File: src/rtl/tcce_pkg.sv
// Shared constants and types for the text console cursor engine.
package tcce_pkg;

  localparam int COLUMNS = 80;
  localparam int ROWS    = 25;

  localparam int COL_W    = 7;
  localparam int ROW_W    = 5;
  localparam int CHAR_W   = 8;
  localparam int CELL_W   = 11;
  localparam int OFFSET_W = 12;

  localparam logic [COL_W-1:0]    COL_LAST   = COL_W'(COLUMNS - 1);
  localparam logic [ROW_W-1:0]    ROW_LAST   = ROW_W'(ROWS - 1);
  localparam logic [COL_W-1:0]    COLUMN_MAX = '1;
  localparam logic [ROW_W-1:0]    ROW_LIMIT  = ROW_W'(ROWS);
  localparam logic [OFFSET_W-1:0] COLS_MUL   = OFFSET_W'(COLUMNS);
  localparam logic [COL_W:0]      TAB_STEP   = (COL_W+1)'(8);

  localparam logic [CHAR_W-1:0] CH_RETURN    = 8'h0D;
  localparam logic [CHAR_W-1:0] CH_NEWLINE   = 8'h0A;
  localparam logic [CHAR_W-1:0] CH_BACKSPACE = 8'h08;
  localparam logic [CHAR_W-1:0] CH_TAB       = 8'h09;

  typedef struct packed {
    logic                screen_clear;
    logic                write_valid;
    logic [CELL_W-1:0]   write_cell;
    logic [CHAR_W-1:0]   write_char;
    logic [OFFSET_W-1:0] cursor_pos;
  } result_t;

  typedef struct packed {
    logic [COL_W-1:0] column;
    logic [ROW_W-1:0] row;
  } cursor_t;

endpackage

File: src/rtl/text_console_cursor_engine.sv
// Text console cursor engine: one character word in, one result word out, every cycle
// while results are taken. Each accepted character word gives exactly one result word.
// A word is taken into an input register, stepped through the cursor logic and captured
// in the result register once that register can load, and one word per cycle is
// sustained while results are taken. The cursor (column, row) advances when a word
// moves from the input register to the result register. Line wrap, screen wrap and the
// screen_clear flag apply at the start of the word after the overflow.
module text_console_cursor_engine import tcce_pkg::*; (
  input  logic                clk,
  input  logic                rst,
  input  logic                char_valid,
  output logic                char_ready,
  input  logic [CHAR_W-1:0]   char_code,
  output logic                result_valid,
  input  logic                result_ready,
  output logic                screen_clear,
  output logic                write_valid,
  output logic [CELL_W-1:0]   write_cell,
  output logic [CHAR_W-1:0]   write_char,
  output logic [OFFSET_W-1:0] cursor_pos
);

  logic              in_full;
  logic [CHAR_W-1:0] in_char;
  cursor_t           cursor;
  cursor_t           cursor_next;
  result_t           step_result;
  result_t           out_data;
  logic              can_load;
  logic              advance;

  assign advance    = in_full && can_load;
  assign char_ready = !in_full || can_load;

  always_ff @(posedge clk) begin
    if (rst) begin
      in_full <= 1'b0;
    end else if (char_ready) begin
      in_full <= char_valid;
    end
  end

  always_ff @(posedge clk) begin
    if (char_valid && char_ready) begin
      in_char <= char_code;
    end
  end

  always_ff @(posedge clk) begin
    if (rst) begin
      cursor <= '0;
    end else if (advance) begin
      cursor <= cursor_next;
    end
  end

  tcce_step u_step (
    .cursor      (cursor),
    .char_code   (in_char),
    .cursor_next (cursor_next),
    .result      (step_result)
  );

  tcce_out_reg u_out (
    .clk       (clk),
    .rst       (rst),
    .load      (in_full),
    .load_data (step_result),
    .can_load  (can_load),
    .valid     (result_valid),
    .ready     (result_ready),
    .data      (out_data)
  );

  assign screen_clear = out_data.screen_clear;
  assign write_valid  = out_data.write_valid;
  assign write_cell   = out_data.write_cell;
  assign write_char   = out_data.write_char;
  assign cursor_pos   = out_data.cursor_pos;

  a_cursor_hold: assert property (@(posedge clk) disable iff (rst)
    !advance |=> $stable(cursor))
    else $error("cursor moved without a word advancing");

  a_row_bound: assert property (@(posedge clk) disable iff (rst)
    cursor.row <= ROW_LIMIT)
    else $error("row beyond screen limit");

  a_no_write_zero: assert property (@(posedge clk) disable iff (rst)
    result_valid && !write_valid |-> write_cell == '0 && write_char == '0)
    else $error("write fields nonzero without a write");

  a_stall_blocks: assert property (@(posedge clk) disable iff (rst)
    in_full && !advance |-> !char_ready)
    else $error("input taken while input register is stalled");

endmodule

File: src/rtl/tcce_step.sv
// Combinational cursor update and cell write decode for one character word.
module tcce_step import tcce_pkg::*; (
  input  cursor_t           cursor,
  input  logic [CHAR_W-1:0] char_code,
  output cursor_t           cursor_next,
  output result_t           result
);

  logic [COL_W-1:0]    col_pre;
  logic [ROW_W-1:0]    row_pre;
  logic                clr;
  logic [OFFSET_W-1:0] cell_full;
  logic [COL_W:0]      tab_sum;
  logic [COL_W-1:0]    col_n;
  logic [ROW_W-1:0]    row_n;

  always_comb begin
    col_pre = cursor.column;
    row_pre = cursor.row;
    clr     = 1'b0;
    if (cursor.column > COL_LAST) begin
      col_pre = '0;
      row_pre = cursor.row + ROW_W'(1);
    end
    if (row_pre > ROW_LAST) begin
      row_pre = '0;
      clr     = 1'b1;
    end
  end

  assign cell_full = OFFSET_W'(col_pre) + OFFSET_W'(row_pre) * COLS_MUL;

  always_comb begin
    tab_sum = ({1'b0, col_pre} + TAB_STEP) & ~(COL_W+1)'(7);
    col_n   = col_pre;
    row_n   = row_pre;
    result.screen_clear = clr;
    result.write_valid  = 1'b0;
    result.write_cell   = '0;
    result.write_char   = '0;
    unique case (char_code)
      CH_RETURN: begin
        col_n = '0;
      end
      CH_NEWLINE: begin
        col_n = '0;
        row_n = row_pre + ROW_W'(1);
      end
      CH_BACKSPACE: begin
        if (col_pre != '0) col_n = col_pre - COL_W'(1);
      end
      CH_TAB: begin
        col_n = tab_sum[COL_W] ? COLUMN_MAX : tab_sum[COL_W-1:0];
      end
      default: begin
        result.write_valid = 1'b1;
        result.write_cell  = cell_full[CELL_W-1:0];
        result.write_char  = char_code;
        col_n = (col_pre == COLUMN_MAX) ? COLUMN_MAX : col_pre + COL_W'(1);
      end
    endcase
    result.cursor_pos  = OFFSET_W'(col_n) + OFFSET_W'(row_n) * COLS_MUL;
    cursor_next.column = col_n;
    cursor_next.row    = row_n;
  end

endmodule

File: src/rtl/tcce_out_reg.sv
// Result register that holds one result word until the consumer takes it.
module tcce_out_reg import tcce_pkg::*; (
  input  logic    clk,
  input  logic    rst,
  input  logic    load,
  input  result_t load_data,
  output logic    can_load,
  output logic    valid,
  input  logic    ready,
  output result_t data
);

  assign can_load = !valid || ready;

  always_ff @(posedge clk) begin
    if (rst) begin
      valid <= 1'b0;
    end else if (can_load) begin
      valid <= load;
    end
  end

  always_ff @(posedge clk) begin
    if (load && can_load) begin
      data <= load_data;
    end
  end

endmodule

File: config.mk
export PLATFORM = sky130hd
export DESIGN_NAME = text_console_cursor_engine
export DESIGN_NICKNAME = d
export VERILOG_FILES = /design/src/rtl/tcce_pkg.sv /design/src/rtl/text_console_cursor_engine.sv /design/src/rtl/tcce_step.sv /design/src/rtl/tcce_out_reg.sv
export SDC_FILE = /design/constraint.sdc
export NUM_CORES = 1
export LEC_CHECK = 0
export BUFFER_PORTS_ARGS = -buffer_cell sky130_fd_sc_hd__buf_2
export CAP_MARGIN = 15
export CORE_ASPECT_RATIO = 0.5
export CORE_MARGIN = 3
export CORE_UTILIZATION = 60
export CTS_BUF_LIST = sky130_fd_sc_hd__clkbuf_8
export DETAILED_ROUTE_END_ITERATION = 6
export GPL_ROUTABILITY_DRIVEN = 0
export PLACE_DENSITY_LB_ADDON = 0.05
export SLEW_MARGIN = 20
export SYNTH_ARGS = -nofsm -noshare
export SYNTH_HDL_FRONTEND = slang
export SYNTH_SLANG_ARGS = --single-unit
File: constraint.sdc
create_clock -name clk -period 6 [get_ports clk]
set_input_delay 0.3 -clock clk [delete_from_list [all_inputs] [get_ports clk]]
set_output_delay 0.3 -clock clk [all_outputs]
set_load 0.005 [all_outputs]
==> results of run 1 <==
-- power groups by stage --
stage                     Clock, mW  Sequential [mW]  Combinational (mW)
after detailed placement          0            0.455               0.123
final                         0.209            0.446               0.124
after CTS                     0.214            0.446               0.125
after global routing          0.226            0.449               0.140
after floorplan                   0            0.450              0.0918
after global placement            0            0.454               0.118
-- registers in the layout, summed over array words and instances (netlist names) --
register	cells
u_out.valid	1
in_char	8
in_full	1
u_out.data	33
cursor	12
-- metal layers --
layer / global-route usage [%] / wire length [um] / vias up
met2: 38.02 / 3346 / 92
li1: - / - / 1304
met5: 0 / 0 / -
met3: 6.269 / 524 / 17
met4: 6.768 / 119 / 0
met1: 27.75 / 3353 / 1261
-- kinds of logic (layout without fill, tap and decap cells) --
kind of cell / count (synthesis) / count (layout)
and+or+nand+nor: 124 / 124
DFF: 55 / 55
buffers and inverters: 32 / 72
muxes: 7 / 7
adders and majority gates: 27 / 27
xor gates and xnor gates: 27 / 27
AOI/OAI and AO/OA: 72 / 72
-- layout make-up --
| class | count | area (um2) |
|---|---|---|
| fill | 409 | 1431 |
| clock inverter | 3 | 21.27 |
| sequential | 55 | 1511 |
| multi-input combinational | 257 | 1841 |
| tap | 70 | 87.58 |
| inverter | 15 | 56.30 |
| timing repair buffer | 49 | 252.7 |
| clock buffer | 5 | 68.82 |
-- through the flow --
| step | cell area [um2] | util, % | std cells |
|---|---|---|---|
| after floorplan | 3497 | - | 344 |
| after global placement | 3749 | 71.13 | 446 |
| after CTS | 3839 | 72.84 | 454 |
| after global routing | 3839 | 72.84 | 454 |
| after detailed placement | 3749 | 71.13 | 446 |
| final | 3839 | 72.84 | 454 |
-- worst max path at each step --
stage	endpoint	depth (start not counted)	start	slack, ns
after global placement	u_out.data[10]	18	cursor[0]	1.03
after floorplan	u_out.data[10]	18	cursor[1]	1.42
after detailed placement	u_out.data[10]	20	cursor[0]	0.70
after global routing	u_out.data[10]	20	cursor[0]	0.33
final	u_out.data[10]	20	cursor[0]	0.64
after CTS	u_out.data[10]	20	cursor[0]	0.69
-- cell usage in the layout, fill, tap and decap left out, types with 4 or more instances in the layout --
master / Yosys / final
nor3_1: 8 / 8
xor2_1: 9 / 9
xnor2_1: 17 / 17
nand3_1: 7 / 7
nand2_1: 28 / 28
dfxtp_1: 14 / 14
fa_1: 4 / 4
and2_1: 9 / 9
nor2_1: 41 / 41
nor2b_1: 6 / 6
nand2b_1: 5 / 5
ha_1: 23 / 23
edfxtp_1: 41 / 41
or3_1: 4 / 4
a31oi_1: 4 / 4
a211oi_1: 6 / 6
inv_1: 14 / 15
a21oi_1: 24 / 24
o21ai_0: 10 / 10
clkbuf_8: 0 / 5
buf_2: 1 / 46
a21o_1: 6 / 6
==> results.yml, run 1 <==
sta:
  whs_ns: 0.1500
  slew_headroom_pct: 53.78
  fin_ws_ns: 0.6420
  tns_ns: 0
  setup_viol: 0
  finalCriticalPeriod_ns: 5.358
  layout_worst_path_cycle_share_pct: 89.30
  fmax_mhz: 186.6
  rsz0062_at_grt: "no"
  clock_skew_ns: 0.005584
  maxSlewViolCount: 0
  hold_viol: 0
  worst_pin_slew_ns: 0.6918
final_layout:
  drive_above_1_share_pct: 20.31
  areaGrowthSynthToFinish_pct: 9.767
  fin_nets: 422
  antenna_cells: 0
hold_path:
  hold_depth: 1
  min_from: "char_code[5]"
  min_path_type: "input pin to flip-flop"
  hold_end: "in_char[5]"
logic_synthesis:
  synth_top_family_by_area: "simple AND/OR/NAND/NOR gates"
  ys_types: 60
  synth-simple-area-share_pct: 18.43
  synth-seq-cells: 55
  synth.area.mux_share_pct: 2.469
  synth_area_leaders: "edfxtp_1 35%, ha_1 8.2%, dfxtp_1 8.0%"
  synth_top_cell_by_area: "edfxtp_1"
  synth_xor_area_share_pct: 6.977
  ys_seq_area_share_pct: 43.22
  yosys.area.top_type_share_pct: 35.21
  synth_adder_area_share_pct: 10.52
  async_reset_ff_share_pct: 0
  synthTopCellsByCount: "41 x edfxtp_1, 41 x nor2_1, 28 x nand2_1"
  syn_nets: 383
  synth_edf_count: 41
  synthCells: 344
  ys_warn_count: 0
  syn_avg_cell_area_um2: 10.17
  synth_ff_type: "edfxtp_1"
  synth-compound-area-share_pct: 14.24
  syn_area_mm2: 0.003497
global_routing:
  grt_pass1_vias: 2531
  grt_pass1_wl_um: 11750
  grt_overflow: 0
  grt_max_degree: 49
  grt.total_usage_pct: 22.15
  antenna_found_initial: 0
route:
  postRouteAntennaNets: 0
  drt_wl_total_um: 7344
  drc: 0
  wl_per_cell_um: 16.18
  vias_per_cell: 5.890
  vias: 2674
  first_iter_violations: 203
  dr.pass1.iters: 4
pwr:
  total_power_mw: 0.7790
  peakVddDrop_uv: 140.1
  combPwrFrac_pct: 16.0
  switching_power_mw: 0.2122
  seqPwrFrac_pct: 57.3
  power.density_mw_per_mm2: 202.9
  power_leakage_nw: 1.616
  swShare_pct: 27.23
  p_clk_share_pct: 26.8
  cellInternalPower_mw: 0.5668
critical_path:
  r2r_slack_ns: 0.64
  crit_path_max_incr_delay_ns: 0.51
  worstReg2RegEnd: "u_out.data[10]"
  cpLargestDelayFamily: "compound AO/OA/AOI/OAI gates"
  critPathMaxFanout: 8
  endpoint_kind: "flip-flop"
  crit_buf_inv: 1
  crit_type: "flip-flop to flip-flop"
  worst_path_max_delay_cell: "a22oi_1"
  arrival_ns: 5.41
  critPathLaunchType: "flip-flop"
  cpMostUsedCell: "ha_1"
  required_ns: 6.05
  r2r_cells: 20
  path_cells: "ha_1 -> o2111ai_1 -> xnor2_1 -> o21ai_4 -> nor2_1 -> ha_1 -> nand4_1 -> a211o_1 -> a22oi_1 -> ha_1 -> inv_1 -> fa_1 -> nand2b_1 -> o21bai_1 -> mux2_2 -> nor2_1 -> a31oi_1 -> o31ai_1 -> a211oi_2 -> xor2_1"
  worst_r2r_startpoint: "cursor[0]"
clocking:
  clock_latency_ns: 0.32
  clock_path_buffers: 2
  clock-root-buffer: "clkbuf_8"
  hold_buffers: 0
  cts-htree-levels: 2
  cts_tree: "done"
  cts_buffers: 5
  cts.sinks: 55
  clk_pin_slew_ns: 0.10
  cts_resized: 0
  post_cts_buffers: 0
die:
  die_x_um: 114.0
  coreArea_mm2: 0.005270
  ios: 47
  die_y_um: 59.99
  rows: 18
  initial_core_util_pct: 66.36
  dieArea_mm2: 0.006836
status:
  status: "completed"
run:
  drv_cap: 0
placed_design:
  pre_cts_ws_ns: 0.6996
  port_buffers: 46
  dp_hpwl_um: 5469
Note: power is estimated with default switching activity, not from simulation.
==> inputs of run 2 (changes only) <==
- CELL_PAD_IN_SITES_DETAIL_PLACEMENT: default -> 2
- CELL_PAD_IN_SITES_GLOBAL_PLACEMENT: default -> 2
- CORE_UTILIZATION: 60 -> 38
==> run 2 against run 1 <==
Effect of this change:
- worst setup slack better by 0.15 ns
- die area is 53% higher
- non-clock buffer count up 1
- fmax is 2.9% higher
- sequential share of layout area down 0.67 points
- clock power increased by 8%
- largest cell class unchanged
==> results.yml, run 2 (same netlist as run 1, synthesis figures left out) <==
critical_path:
  crit_buf_inv: 2
  crit_type: "flip-flop to flip-flop"
  worst_r2r_startpoint: "cursor[0]"
  critPathMaxFanout: 8
  cpLargestDelayFamily: "compound AO/OA/AOI/OAI gates"
  cpMostUsedCell: "ha_1"
  path_cells: "ha_1 -> o2111ai_1 -> xnor2_1 -> o21ai_4 -> nor2_1 -> ha_1 -> nand4_1 -> a211o_1 -> a22oi_1 -> buf_4 -> ha_1 -> inv_1 -> fa_1 -> nand2b_1 -> o21bai_1 -> mux2_2 -> o31ai_1 -> a211oi_2 -> xor2_1"
  worst_path_max_delay_cell: "dfxtp_1"
  critPathLaunchType: "flip-flop"
  crit_start: "cursor[0]"
  arrival_ns: 5.31
  crit_path_max_incr_delay_ns: 0.49
  required_ns: 6.10
  endpoint_kind: "flip-flop"
final_layout:
  fin_nets: 423
  fin_area_mm2: 0.003905
  drive_above_1_share_pct: 20.52
  areaGrowthSynthToFinish_pct: 11.66
  fin_util_pct: 44.23
  final_cell_mix: "46 x buf_2, 41 x nor2_1, 41 x edfxtp_1"
  regMostFlops: "u_out.data"
  mostFrequentLayoutCell: "buf_2"
  antenna_cells: 0
  largest_register_ffs: 33
  top_regs: "u_out.data x33, cursor x12, in_char x8"
  instances_no_fill: 502
sta:
  rsz0062_at_grt: "no"
  finalCriticalPeriod_ns: 5.208
  fmax_mhz: 192.0
  whs_ns: 0.1369
  tns_ns: 0
  hold_viol: 0
  layout_worst_path_cycle_share_pct: 86.81
  clock_skew_ns: 0.008397
  fin_ws_ns: 0.7916
  slew_headroom_pct: 55.01
  worst_pin_slew_ns: 0.6749
  maxSlewViolCount: 0
  setup_viol: 0
global_routing:
  met3_usage_pct: 3.381
  grt_max_degree: 48
  use_met1_pct: 25.98
  grt_overflow: 0
  grt_pass1_wl_um: 15850
  antenna_found_initial: 0
  grt.total_usage_pct: 19.83
  grt_pass1_vias: 2952
  grt-busiest-layer: "met2"
  grtUsageMet2_pct: 33.84
route:
  dr.pass1.iters: 4
  wl_per_cell_um: 19.78
  postRouteAntennaNets: 0
  vias: 2749
  first_iter_violations: 131
  vias_per_cell: 5.476
  drt_wl_total_um: 9932
  drc: 0
clocking:
  cts.sinks: 55
  clock-root-buffer: "clkbuf_8"
  cts-htree-levels: 2
  hold_buffers: 0
  cts_buffers: 5
  clock_path_buffers: 2
  post_cts_buffers: 0
  clk_pin_slew_ns: 0.11
  cts_tree: "done"
  clock_latency_ns: 0.34
  cts_resized: 0
status:
  status: "completed"
die:
  ios: 47
  die_y_um: 73.84
  die_x_um: 141.7
  initial_core_util_pct: 39.61
  coreArea_mm2: 0.008828
  dieArea_mm2: 0.01046
  rows: 24
pwr:
  peakVddDrop_uv: 99.17
  power.density_mw_per_mm2: 206.0
  power_leakage_nw: 1.615
  total_power_mw: 0.8045
placed_design:
  dpl_cell_area_mm2: 0.003815
  dp.cells: 494
  dp_hpwl_um: 7591
  port_buffers: 46
  pre_cts_ws_ns: 0.7594
hold_path:
  min_path_type: "input pin to flip-flop"
  min_from: "char_code[0]"
run:
  drv_cap: 0
run 2: cell types whose count changed in the layout (fill, tap and decap cells not counted), sizes merged:
cell and change:
buf +1, clkinv +1, inv -1
run 2: cell type report:
cell class	count	area, um2
clock buffer	5	68.82
clock inverter	3	21.27
fill	973	4923
inverter	15	56.30
multi-input combinational	257	1841
sequential	55	1511
tap	117	146.4
timing repair buffer	50	260.3
run 2: report_power, final:
part	leakage, nW	switching (mW)	total (mW)	internal (mW)
Sequential	0.502	0.0158	0.448	0.432
Clock	0.0495	0.143	0.226	0.0828
Combinational	1.06	0.0782	0.131	0.0526
run 2: final timing paths:
| kind | to | slack [ns] | depth (start not counted) |
|---|---|---|---|
| worst max-delay path | u_out.data[10] | 0.79 | 19 |
| worst min-delay path | in_char[0] | 0.14 | 1 |
| worst max register to register | u_out.data[10] | 0.79 | 19 |
| worst min register to register | u_out.data[16] | 0.49 | 0 |
run 2: layer usage:
layer  routed length [um]  vias to the layer above
met2                 4642                       50
met4                  152                        0
met5                    0                        -
met1                 4784                     1386
met3                  353                       11
li1                     -                     1302
